`src/rtl/core/lss_pkg.sv`:
```
// Package: shared types, codes and constants of the link session supervisor.
package lss_pkg;

  // Ping echo limit and the largest length the 6-bit pong field can carry
  localparam int unsigned PAYLOAD_LIMIT = 32;
  localparam logic [5:0] PONG_MAX = 6'((PAYLOAD_LIMIT > 63) ? 63 : PAYLOAD_LIMIT);

  // Register reset values
  localparam logic [7:0]  INVALID_LIMIT_RST = 8'd3;
  localparam logic [15:0] HB_PERIOD_RST     = 16'd1000;
  localparam logic [15:0] IDLE_TIMEOUT_RST  = 16'd5000;

  // Configuration address width and register indexes
  localparam int unsigned PADDR_W = 4;
  typedef enum logic [1:0] {
    REG_INVALID_LIMIT = 2'd0,
    REG_HB_PERIOD     = 2'd1,
    REG_IDLE_TIMEOUT  = 2'd2
  } reg_idx_e;

  typedef enum logic [1:0] {
    ACT_TICK    = 2'd0,
    ACT_PACKET  = 2'd1,
    ACT_INVALID = 2'd2
  } action_e;

  typedef enum logic [2:0] {
    KIND_START = 3'd0,
    KIND_STOP  = 3'd1,
    KIND_PING  = 3'd2,
    KIND_RESET = 3'd3
  } kind_e;

  typedef enum logic [2:0] {
    TR_NONE      = 3'd0,
    TR_START     = 3'd1,
    TR_STOP      = 3'd2,
    TR_TIMEOUT   = 3'd3,
    TR_TO_ERROR  = 3'd4,
    TR_RESET     = 3'd5
  } trans_e;

  // Mode as reported on the result channel
  typedef enum logic [1:0] {
    MODE_IDLE   = 2'd0,
    MODE_ACTIVE = 2'd1,
    MODE_ERROR  = 2'd2
  } mode_e;

  // Session state, one-hot
  typedef enum logic [2:0] {
    ST_IDLE  = 3'b001,
    ST_LIVE  = 3'b010,
    ST_FAULT = 3'b100
  } state_e;

  typedef struct packed {
    logic [7:0]  invalid_limit;
    logic [15:0] heartbeat_period_ms;
    logic [15:0] idle_timeout_ms;
  } cfg_t;

  typedef struct packed {
    logic [1:0]  action;
    logic [31:0] time_ms;
    logic [2:0]  packet_kind;
    logic [7:0]  payload_length;
    logic [7:0]  invalid_run;
  } item_t;

  typedef struct packed {
    logic [1:0]  mode;
    logic [2:0]  transition;
    logic        heartbeat;
    logic [31:0] heartbeat_elapsed_ms;
    logic        pong;
    logic [5:0]  pong_length;
    logic        unknown_kind;
    logic [31:0] next_deadline_ms;
  } result_t;

  function automatic mode_e mode_code(input state_e st);
    mode_e code;
    case (st)
      ST_LIVE:  code = MODE_ACTIVE;
      ST_FAULT: code = MODE_ERROR;
      default:  code = MODE_IDLE;
    endcase
    return code;
  endfunction

endpackage

```
`src/rtl/core/lss_if.sv`:
```
// Interfaces: event item channel and result channel of the session supervisor.
interface lss_in_if;
  logic        valid;
  logic        ready;
  logic [1:0]  action;
  logic [31:0] time_ms;
  logic [2:0]  packet_kind;
  logic [7:0]  payload_length;
  logic [7:0]  invalid_run;

  modport source (output valid, action, time_ms, packet_kind, payload_length, invalid_run,
                  input ready);
  modport sink (input valid, action, time_ms, packet_kind, payload_length, invalid_run,
                output ready);
endinterface

interface lss_out_if;
  logic        valid;
  logic        ready;
  logic [1:0]  mode;
  logic [2:0]  transition;
  logic        heartbeat;
  logic [31:0] heartbeat_elapsed_ms;
  logic        pong;
  logic [5:0]  pong_length;
  logic        unknown_kind;
  logic [31:0] next_deadline_ms;

  modport source (output valid, mode, transition, heartbeat, heartbeat_elapsed_ms, pong,
                  pong_length, unknown_kind, next_deadline_ms, input ready);
  modport sink (input valid, mode, transition, heartbeat, heartbeat_elapsed_ms, pong,
                pong_length, unknown_kind, next_deadline_ms, output ready);
endinterface

```
`src/rtl/core/link_session_supervisor_core.sv`:
```
// Top level: link session supervisor with input register, update logic and result register.
// Each transfer on in_i (a time tick, a received packet or an invalid-frame report) gives
// exactly one transfer on out_o, registered in the input register and then the result
// register, and one item is taken every clock cycle while out_o is not stalled. The rate
// is set by the session state loop: mode and the four time registers are read and
// rewritten while an item is in the update stage, through one 32x32 reciprocal multiply
// for the 1000 ms rounding and one add-and-compare for the next deadline. A stalled
// output holds its result while one more item waits in the input register. Configuration
// writes take effect for the next item and should be issued only while no item is in flight.
module link_session_supervisor_core
  import lss_pkg::*;
(
  input  logic               clk_i,
  input  logic               rst_ni,
  input  logic               psel,
  input  logic               penable,
  input  logic               pwrite,
  input  logic [PADDR_W-1:0] paddr,
  input  logic [31:0]        pwdata,
  output logic [31:0]        prdata,
  output logic               pready,
  lss_in_if.sink             in_i,
  lss_out_if.source          out_o
);

  cfg_t    cfg;
  item_t   in_q;
  logic    in_vld_q;
  result_t res;
  result_t out_q;
  logic    out_vld_q;
  logic    advance;
  logic    step_en;

  lss_cfg_regs u_cfg (
    .clk_i   (clk_i),
    .rst_ni  (rst_ni),
    .psel    (psel),
    .penable (penable),
    .pwrite  (pwrite),
    .paddr   (paddr),
    .pwdata  (pwdata),
    .prdata  (prdata),
    .pready  (pready),
    .cfg_o   (cfg)
  );

  // Move forward whenever the result register is free or being drained
  assign advance    = ~out_vld_q | out_o.ready;
  assign step_en    = in_vld_q & advance;
  assign in_i.ready = ~in_vld_q | advance;

  // Capture the incoming transfer
  always_ff @(posedge clk_i or negedge rst_ni) begin
    if (!rst_ni) begin
      in_vld_q <= 1'b0;
    end else if (in_i.valid && in_i.ready) begin
      in_vld_q <= 1'b1;
    end else if (advance) begin
      in_vld_q <= 1'b0;
    end
  end

  always_ff @(posedge clk_i) begin
    if (in_i.valid && in_i.ready) begin
      in_q.action         <= in_i.action;
      in_q.time_ms        <= in_i.time_ms;
      in_q.packet_kind    <= in_i.packet_kind;
      in_q.payload_length <= in_i.payload_length;
      in_q.invalid_run    <= in_i.invalid_run;
    end
  end

  lss_step u_step (
    .clk_i  (clk_i),
    .rst_ni (rst_ni),
    .en_i   (step_en),
    .cfg_i  (cfg),
    .item_i (in_q),
    .res_o  (res)
  );

  // Hold the result until it is taken
  always_ff @(posedge clk_i or negedge rst_ni) begin
    if (!rst_ni) begin
      out_vld_q <= 1'b0;
    end else if (advance) begin
      out_vld_q <= in_vld_q;
    end
  end

  always_ff @(posedge clk_i) begin
    if (step_en) begin
      out_q <= res;
    end
  end

  assign out_o.valid                = out_vld_q;
  assign out_o.mode                 = out_q.mode;
  assign out_o.transition           = out_q.transition;
  assign out_o.heartbeat            = out_q.heartbeat;
  assign out_o.heartbeat_elapsed_ms = out_q.heartbeat_elapsed_ms;
  assign out_o.pong                 = out_q.pong;
  assign out_o.pong_length          = out_q.pong_length;
  assign out_o.unknown_kind         = out_q.unknown_kind;
  assign out_o.next_deadline_ms     = out_q.next_deadline_ms;

  // An item waiting behind a stalled result is never dropped
  a_hold_item : assert property (@(posedge clk_i) disable iff (!rst_ni)
    in_vld_q && !advance |=> in_vld_q && $stable(in_q))
    else $error("queued item lost while output stalled");

  // A deadline is reported only for an active session
  a_deadline_mode : assert property (@(posedge clk_i) disable iff (!rst_ni)
    out_vld_q && out_q.mode != MODE_ACTIVE |-> out_q.next_deadline_ms == 32'd0)
    else $error("deadline reported outside active mode");

  // Transition codes agree with the reported mode
  a_trans_mode : assert property (@(posedge clk_i) disable iff (!rst_ni)
    out_vld_q && (out_q.transition == TR_TO_ERROR) |-> out_q.mode == MODE_ERROR)
    else $error("error transition without error mode");

  // Heartbeat and pong come from different item kinds
  a_hb_pong : assert property (@(posedge clk_i) disable iff (!rst_ni)
    out_vld_q |-> !(out_q.heartbeat && out_q.pong))
    else $error("heartbeat and pong in one result");

endmodule

```
`src/rtl/core/lss_cfg_regs.sv`:
```
// Module: APB-style configuration registers of the session supervisor.
module lss_cfg_regs
  import lss_pkg::*;
(
  input  logic               clk_i,
  input  logic               rst_ni,
  input  logic               psel,
  input  logic               penable,
  input  logic               pwrite,
  input  logic [PADDR_W-1:0] paddr,
  input  logic [31:0]        pwdata,
  output logic [31:0]        prdata,
  output logic               pready,
  output cfg_t               cfg_o
);

  cfg_t     cfg_q;
  logic     wr_en;
  reg_idx_e idx;

  assign pready = 1'b1;
  assign wr_en  = psel & penable & pwrite;
  assign idx    = reg_idx_e'(paddr[3:2]);
  assign cfg_o  = cfg_q;

  // Write the addressed register on the access phase
  always_ff @(posedge clk_i or negedge rst_ni) begin
    if (!rst_ni) begin
      cfg_q.invalid_limit       <= INVALID_LIMIT_RST;
      cfg_q.heartbeat_period_ms <= HB_PERIOD_RST;
      cfg_q.idle_timeout_ms     <= IDLE_TIMEOUT_RST;
    end else if (wr_en) begin
      case (idx)
        REG_INVALID_LIMIT: cfg_q.invalid_limit       <= pwdata[7:0];
        REG_HB_PERIOD:     cfg_q.heartbeat_period_ms <= pwdata[15:0];
        REG_IDLE_TIMEOUT:  cfg_q.idle_timeout_ms     <= pwdata[15:0];
        default: ;
      endcase
    end
  end

  // Read back
  always_comb begin
    case (idx)
      REG_INVALID_LIMIT: prdata = {24'd0, cfg_q.invalid_limit};
      REG_HB_PERIOD:     prdata = {16'd0, cfg_q.heartbeat_period_ms};
      REG_IDLE_TIMEOUT:  prdata = {16'd0, cfg_q.idle_timeout_ms};
      default:           prdata = 32'd0;
    endcase
  end

endmodule

```
`src/rtl/core/lss_ms_round.sv`:
```
// Module: rounds an elapsed millisecond count down to a multiple of 1000.
module lss_ms_round (
  input  logic [31:0] elapsed_i,
  output logic [31:0] rounded_o
);

  // floor(x / 1000) for any 32-bit x is the high product with 0x10624DD3 shifted by 38
  localparam logic [31:0] RECIP = 32'h10624DD3;

  logic [63:0] prod;
  logic [31:0] quot;

  assign prod = {32'd0, elapsed_i} * {32'd0, RECIP};
  assign quot = {6'd0, prod[63:38]};

  // Multiply back by 1000 = 1024 - 16 - 8
  assign rounded_o = (quot << 10) - (quot << 4) - (quot << 3);

endmodule

```
`src/rtl/core/lss_step.sv`:
```
// Module: session state registers and the per-item update logic.
module lss_step
  import lss_pkg::*;
(
  input  logic    clk_i,
  input  logic    rst_ni,
  input  logic    en_i,
  input  cfg_t    cfg_i,
  input  item_t   item_i,
  output result_t res_o
);

  state_e      mode_q, mode_d;
  logic [31:0] cur_time_q, cur_time_d;
  logic [31:0] act_start_q, act_start_d;
  logic [31:0] last_cmd_q, last_cmd_d;
  logic [31:0] next_hb_q, next_hb_d;

  logic        active;
  logic [31:0] hb_gap;
  logic [31:0] idle_gap;
  logic [31:0] elapsed;
  logic [31:0] elapsed_rnd;
  logic        hb_hit;
  logic        timeout;
  logic [31:0] idle_due;
  logic [31:0] due_gap;
  logic [5:0]  pong_len;
  trans_e      trans;
  logic        pong;
  logic        unk;

  assign active   = (mode_q == ST_LIVE);
  assign hb_gap   = item_i.time_ms - next_hb_q;
  assign idle_gap = item_i.time_ms - last_cmd_q;
  assign elapsed  = item_i.time_ms - act_start_q;
  assign hb_hit   = active & ~hb_gap[31];
  assign timeout  = active & (idle_gap >= {16'd0, cfg_i.idle_timeout_ms});
  assign pong_len = (item_i.payload_length > {2'd0, PONG_MAX}) ? PONG_MAX
                                                               : item_i.payload_length[5:0];

  lss_ms_round u_round (
    .elapsed_i (elapsed),
    .rounded_o (elapsed_rnd)
  );

  // Next state and result flags for one item
  always_comb begin
    mode_d      = mode_q;
    cur_time_d  = cur_time_q;
    act_start_d = act_start_q;
    last_cmd_d  = last_cmd_q;
    next_hb_d   = next_hb_q;
    trans       = TR_NONE;
    pong        = 1'b0;
    unk         = 1'b0;
    case (action_e'(item_i.action))
      ACT_TICK: begin
        cur_time_d = item_i.time_ms;
        if (hb_hit) begin
          next_hb_d = next_hb_q + {16'd0, cfg_i.heartbeat_period_ms};
        end
        if (timeout) begin
          mode_d = ST_IDLE;
          trans  = TR_TIMEOUT;
        end
      end
      ACT_PACKET: begin
        case (kind_e'(item_i.packet_kind))
          KIND_START: begin
            if (mode_q == ST_IDLE) begin
              mode_d      = ST_LIVE;
              act_start_d = cur_time_q;
              last_cmd_d  = cur_time_q;
              next_hb_d   = cur_time_q + {16'd0, cfg_i.heartbeat_period_ms};
              trans       = TR_START;
            end else if (active) begin
              last_cmd_d = cur_time_q;
            end
          end
          KIND_STOP: begin
            if (active) begin
              mode_d = ST_IDLE;
              trans  = TR_STOP;
            end
          end
          KIND_PING: begin
            if (mode_q != ST_FAULT) begin
              pong       = 1'b1;
              last_cmd_d = cur_time_q;
            end
          end
          KIND_RESET: begin
            if (mode_q == ST_FAULT) begin
              mode_d = ST_IDLE;
              trans  = TR_RESET;
            end
          end
          default: unk = 1'b1;
        endcase
      end
      ACT_INVALID: begin
        if (mode_q != ST_FAULT && item_i.invalid_run >= cfg_i.invalid_limit) begin
          mode_d = ST_FAULT;
          trans  = TR_TO_ERROR;
        end
      end
      default: ;
    endcase
  end

  // Earlier of heartbeat and idle deadline, half-range modular compare
  assign idle_due = last_cmd_d + {16'd0, cfg_i.idle_timeout_ms};
  assign due_gap  = next_hb_d - idle_due;

  always_comb begin
    res_o.mode                 = mode_code(mode_d);
    res_o.transition           = trans;
    res_o.heartbeat            = (action_e'(item_i.action) == ACT_TICK) & hb_hit;
    res_o.heartbeat_elapsed_ms = res_o.heartbeat ? elapsed_rnd : 32'd0;
    res_o.pong                 = pong;
    res_o.pong_length          = pong ? pong_len : 6'd0;
    res_o.unknown_kind         = unk;
    if (mode_d != ST_LIVE) begin
      res_o.next_deadline_ms = 32'd0;
    end else if (!due_gap[31]) begin
      res_o.next_deadline_ms = idle_due;
    end else begin
      res_o.next_deadline_ms = next_hb_d;
    end
  end

  // Commit the update when the item leaves the input register
  always_ff @(posedge clk_i or negedge rst_ni) begin
    if (!rst_ni) begin
      mode_q      <= ST_IDLE;
      cur_time_q  <= 32'd0;
      act_start_q <= 32'd0;
      last_cmd_q  <= 32'd0;
      next_hb_q   <= 32'd0;
    end else if (en_i) begin
      mode_q      <= mode_d;
      cur_time_q  <= cur_time_d;
      act_start_q <= act_start_d;
      last_cmd_q  <= last_cmd_d;
      next_hb_q   <= next_hb_d;
    end
  end

endmodule

```
`src/flat_wrapper.sv`:
```
// flat-port wrapper written by rule: the top's interface ports become plain ports
module link_session_supervisor_core_flat import lss_pkg::*;
  (clk_i, rst_ni, psel, penable, pwrite, paddr, pwdata, prdata, pready, in_i_valid, in_i_action, in_i_time_ms, in_i_packet_kind, in_i_payload_length, in_i_invalid_run, in_i_ready, out_o_valid, out_o_mode, out_o_transition, out_o_heartbeat, out_o_heartbeat_elapsed_ms, out_o_pong, out_o_pong_length, out_o_unknown_kind, out_o_next_deadline_ms, out_o_ready);
  lss_in_if in_i_i ();
  lss_out_if out_o_i ();
  input  logic clk_i;
  input  logic rst_ni;
  input  logic psel;
  input  logic penable;
  input  logic pwrite;
  input  logic [PADDR_W-1:0] paddr;
  input  logic [31:0] pwdata;
  output logic [31:0] prdata;
  output logic pready;
  input wire logic [$bits(in_i_i.valid)-1:0] in_i_valid;
  input wire logic [$bits(in_i_i.action)-1:0] in_i_action;
  input wire logic [$bits(in_i_i.time_ms)-1:0] in_i_time_ms;
  input wire logic [$bits(in_i_i.packet_kind)-1:0] in_i_packet_kind;
  input wire logic [$bits(in_i_i.payload_length)-1:0] in_i_payload_length;
  input wire logic [$bits(in_i_i.invalid_run)-1:0] in_i_invalid_run;
  output wire logic [$bits(in_i_i.ready)-1:0] in_i_ready;
  output wire logic [$bits(out_o_i.valid)-1:0] out_o_valid;
  output wire logic [$bits(out_o_i.mode)-1:0] out_o_mode;
  output wire logic [$bits(out_o_i.transition)-1:0] out_o_transition;
  output wire logic [$bits(out_o_i.heartbeat)-1:0] out_o_heartbeat;
  output wire logic [$bits(out_o_i.heartbeat_elapsed_ms)-1:0] out_o_heartbeat_elapsed_ms;
  output wire logic [$bits(out_o_i.pong)-1:0] out_o_pong;
  output wire logic [$bits(out_o_i.pong_length)-1:0] out_o_pong_length;
  output wire logic [$bits(out_o_i.unknown_kind)-1:0] out_o_unknown_kind;
  output wire logic [$bits(out_o_i.next_deadline_ms)-1:0] out_o_next_deadline_ms;
  input wire logic [$bits(out_o_i.ready)-1:0] out_o_ready;
  assign in_i_i.valid = in_i_valid;
  assign in_i_i.action = in_i_action;
  assign in_i_i.time_ms = in_i_time_ms;
  assign in_i_i.packet_kind = in_i_packet_kind;
  assign in_i_i.payload_length = in_i_payload_length;
  assign in_i_i.invalid_run = in_i_invalid_run;
  assign in_i_ready = in_i_i.ready;
  assign out_o_valid = out_o_i.valid;
  assign out_o_mode = out_o_i.mode;
  assign out_o_transition = out_o_i.transition;
  assign out_o_heartbeat = out_o_i.heartbeat;
  assign out_o_heartbeat_elapsed_ms = out_o_i.heartbeat_elapsed_ms;
  assign out_o_pong = out_o_i.pong;
  assign out_o_pong_length = out_o_i.pong_length;
  assign out_o_unknown_kind = out_o_i.unknown_kind;
  assign out_o_next_deadline_ms = out_o_i.next_deadline_ms;
  assign out_o_i.ready = out_o_ready;
  link_session_supervisor_core u_core (.clk_i(clk_i), .rst_ni(rst_ni), .psel(psel), .penable(penable), .pwrite(pwrite), .paddr(paddr), .pwdata(pwdata), .prdata(prdata), .pready(pready), .in_i(in_i_i), .out_o(out_o_i));
endmodule
```
`config.mk`:
```
export PLATFORM = sky130hd
export DESIGN_NAME = link_session_supervisor_core_flat
export DESIGN_NICKNAME = d
export VERILOG_FILES = /design/src/rtl/core/lss_pkg.sv /design/src/rtl/core/lss_if.sv /design/src/rtl/core/link_session_supervisor_core.sv /design/src/rtl/core/lss_cfg_regs.sv /design/src/rtl/core/lss_ms_round.sv /design/src/rtl/core/lss_step.sv /design/src/flat_wrapper.sv
export SDC_FILE = /design/constraint.sdc
export NUM_CORES = 2
export LEC_CHECK = 0
export BUFFER_PORTS_ARGS = -buffer_cell sky130_fd_sc_hd__buf_2
export CORE_MARGIN = 3
export CORE_UTILIZATION = 25
export DETAILED_ROUTE_END_ITERATION = 6
export GPL_TIMING_DRIVEN = 0
export SLEW_MARGIN = 30
export SYNTH_ARGS = -nofsm -noshare
export SYNTH_HDL_FRONTEND = slang
export SYNTH_SLANG_ARGS = --single-unit
```
`constraint.sdc`:
```
create_clock -name clk_i -period 13.6 [get_ports clk_i]
set_input_delay 1.36 -clock clk_i [delete_from_list [all_inputs] [get_ports clk_i]]
set_output_delay 1.36 -clock clk_i [all_outputs]
set_load 0.01 [all_outputs]
```
==> summary by stage <==
Setup path
The data required time at the worst endpoint is 13.91 ns. The kind of critical path is flop to flop. On the worst path, the slowest cell contributes a delay of 0.55 ns. The element type at the critical path start is a flop. The worst setup path is captured at a flop. The setup check on the worst reg-to-reg path leaves a slack of -0.008 ns.

Along the worst path, the maximum fanout reaches 8. The cell with the largest stage delay on the worst path is sky130_fd_sc_hd__fa_1. The arrival time at the worst endpoint is 13.92 ns.

GRT
Across every metal layer, demand over resource in global routing totals 15.7%. The initial antenna violation count is 8. Entering global routing, the biggest net connects 62 pins. The via count of the first global-routing pass was 31000. Summed over all layers, the global routing overflow is 0. The first global-routing pass estimated 192000 um of wire.

Timing
Derived from the worst setup path, the maximum achievable clock frequency is 73.5 MHz. In the post-route analysis, the smallest setup slack over all paths is -0.00802 ns. The slew at the pin with the worst max-slew slack is 0.993 ns. The final-layout worst hold slack is 0.530 ns. The number of pins exceeding their max-slew limit in the final report was 0. The final critical-path share of the clock period is 100%. The worst clock skew on the final layout is 0.0556 ns. The headroom to the max-slew limit is 33.6%.

The final hold violation count is 0. Setup violations remaining at the end of the flow were counted as 1. The minimum period implied by the final worst setup slack is 13.61 ns. Setup repair after global routing could not meet its margin everywhere.

Synthesis
Ranked by instance count, the synthesized netlist is headed by sky130_fd_sc_hd__ha_1 (619), sky130_fd_sc_hd__inv_1 (594), sky130_fd_sc_hd__fa_1 (314). The yosys synthesis warning count is 0. After synthesis the netlist holds a flip-flop and latch count of 301.

Among all flip-flop cells after synthesis, the most frequent one is sky130_fd_sc_hd__dfrtp_1. Yosys mapped the design onto 96 distinct sky130hd cell types. The netlist area before placement is 38100 um^2. In the post-synthesis netlist, the biggest area contributors are sky130_fd_sc_hd__ha_1 (20%), sky130_fd_sc_hd__fa_1 (16%), sky130_fd_sc_hd__dfrtp_1 (10%), sky130_fd_sc_hd__edfxtp_1 (10%), sky130_fd_sc_hd__inv_1 (5.8%).

The synthesized area divided by synthesized cell count is 9.34 um^2. The proportion of synthesized flip-flops having asynchronous set or reset is 57.5%. The number of enable flip-flop cells after synthesis is 128. Of the synthesized area, sequential elements account for 21.5%. The top cell type by total area after synthesis is sky130_fd_sc_hd__ha_1. The fraction of post-synthesis cell area in the top cell type by area is 20.3%. In the synthesized netlist, the number of instances is 4085. By instance count, the leading cell after synthesis is sky130_fd_sc_hd__ha_1.

Drt
Wires add up to 126000 um. The post-detailed-route count of antenna-violating nets is 0. Detailed routing inserted a total of 31400 vias. For this run, design rule violations remaining after detail routing come to 0.

The first routing iteration left 2367 violations. The detailed-router iteration count before antenna repair is 5. The post-detailed-route via-to-cell ratio is 4.86. The final routed wire length divided by cell count is 19.6 um.

Floorplanning
The horizontal die dimension is 397 um. After floorplanning, the core was sized to cover 151000 um^2. The floorplan has 142 rows. The number of I/O pins is 209. The die is 397 um tall. The starting utilization of the core area is 25.3%. The die outline area is 157000 um^2.

Flow run
The tool flagged a number of max-cap violations equal to 0.

Placed design
Including well taps, the total number of placed cells is 6310. The count of buffers inserted at the top-level ports is 170. Detailed placement ended at an HPWL of 104000 um. The worst setup timing slack at the placement stage is -2.61 ns. The congestion estimate from routability-driven global placement came to 0.924.

CTS
The clock net sink count is 301. Clock-pin slew was measured on the worst setup and hold paths at 0.06 ns. TritonCTS built the clock tree.

The cell sitting at the root of the clock tree is a sky130_fd_sc_hd__clkbuf_16. The clock passes through at most 3 buffers. The clock reaches the later pin of the worst-skew pair after 0.62 ns. CTS built an H-tree with a depth of 2. The clock buffer count from CTS is 40. The number of hold buffers added after CTS was 0.

Worst hold path
The class of the worst hold path is flop to flop.

Cells and area
The final cell utilization of the core is 29.9%. The ratio of cells with drive above 1 in the final layout is 14.4%. The filler cells instantiated in the layout total 15900.

The final cell count without fillers is 6454. In the final design database the tool counted 5430 nets. The area growth from synthesis to layout is 18.0%.

Run status
The checks that failed: setup timing. The flow ran to the end, but the final reports show violations.
-- routing by layer --
metal / track usage, % / routed length [um] / vias up
met4: 3.63 / 2920 / 4
li1: - / - / 14800
met2: 23.8 / 54700 / 919
met1: 23.2 / 60600 / 15500
met3: 2.61 / 8140 / 154
met5: 0 / 26 / -
-- layout by cell type (no fill, tap or decap), types with 57 or more instances in the layout --
cell / netlist / final
sky130_fd_sc_hd__a21o_1: 86 / 86
sky130_fd_sc_hd__a21oi_1: 170 / 157
sky130_fd_sc_hd__buf_2: 11 / 181
sky130_fd_sc_hd__buf_4: 22 / 89
sky130_fd_sc_hd__clkbuf_1: 91 / 94
sky130_fd_sc_hd__dfrtp_1: 159 / 159
sky130_fd_sc_hd__edfxtp_1: 128 / 128
sky130_fd_sc_hd__fa_1: 314 / 304
sky130_fd_sc_hd__ha_1: 619 / 581
sky130_fd_sc_hd__inv_1: 594 / 585
sky130_fd_sc_hd__mux2_2: 75 / 75
sky130_fd_sc_hd__nand2_1: 303 / 302
sky130_fd_sc_hd__nand3_1: 58 / 57
sky130_fd_sc_hd__nor2_1: 269 / 265
sky130_fd_sc_hd__o211ai_1: 67 / 67
sky130_fd_sc_hd__o21ai_0: 231 / 219
sky130_fd_sc_hd__xnor2_1: 106 / 86
-- flip-flops by register name, indices dropped and copies added (netlist names) --
| name | flops |
|---|---|
| u_core.in_q | 53 |
| u_core.u_cfg.cfg_o | 40 |
| u_core.out_o.next_deadline_ms | 32 |
| u_core.u_step.act_start_q | 32 |
| u_core.u_step.cur_time_q | 32 |
| u_core.u_step.last_cmd_q | 32 |
| u_core.u_step.next_hb_q | 32 |
| u_core.out_o.heartbeat_elapsed_ms | 29 |
| u_core.out_o.pong_length | 6 |
| u_core.out_o.transition | 3 |
| u_core.u_step.mode_q | 3 |
| u_core.out_o.mode | 2 |
| u_core.in_vld_q | 1 |
| u_core.out_o.heartbeat | 1 |
| u_core.out_o.pong | 1 |
| u_core.out_o.unknown_kind | 1 |
| u_core.out_o.valid | 1 |
-- critical path, delay by kind of cell, from the launching register on --
| kind | cells | cell delay [ns] |
|---|---|---|
| simple gates | 9 | 1.81 |
| fa+ha+maj | 12 | 4.38 |
| flops | 1 | 0.50 |
| xor+xnor | 2 | 0.48 |
| compound gates | 24 | 5.41 |
| buf+inv | 7 | 0.73 |
-- what timing repair did --
action / in CTS / in global routing
gates resized for setup: 57 / 113
setup endpoints to repair: 21 / 15
pin swaps: 25 / 83
setup buffers: 26 / 42
-- cells by family after synthesis --
family / synth area share, %
AOI/OAI and AO/OA: 15.2
and+or+nand+nor: 12.0
DFF: 21.5
xor gates and xnor gates: 4.00
buffers and inverters: 7.47
adders and majority gates: 36.8
other: 0.0197
muxes: 3.03
-- final timing paths --
kind,startpoint,end,depth (start not counted)
max,u_core.in_q[28],u_core.out_o.heartbeat_elapsed_ms[31],54
min,u_core.u_step.last_cmd_q[0],u_core.u_step.last_cmd_q[0],2
min in group asynchronous,rst_ni,u_core.u_step.next_hb_q[22],1
min reg2reg,u_core.u_step.last_cmd_q[0],u_core.u_step.last_cmd_q[0],2
max reg2reg,u_core.in_q[28],u_core.out_o.heartbeat_elapsed_ms[31],54
max in group asynchronous,rst_ni,u_core.u_cfg.cfg_o[8],2
-- metrics by stage --
| step | instance area (um^2) | setup TNS [ns] |
|---|---|---|
| 3_5_place_dp | 42100 | -29.89 |
| 5_1_grt | 45000 | -0.897 |
| 2_1_floorplan | 38200 | 0 |
| 4_1_cts | 44000 | 0 |
| 6_report | 45000 | -0.00802 |
| 3_3_place_gp | 41600 | -40.58 |
-- layout make-up --
class	count	area (um^2)	area share, %
clock buffer	50	1070	2.38
antenna	6	15.0	0.0333
multi-input combinational	3071	28400	63.0
buffer	130	598	1.33
tap	2016	2520	5.60
inverter	598	2250	5.00
sequential	301	8190	18.2
timing repair buffer	259	1710	3.80
clock inverter	23	283	0.628
Power is left out: the tool's default activity adds up to more than one toggle a clock period on the data nets, which glitch-free logic cannot reach.
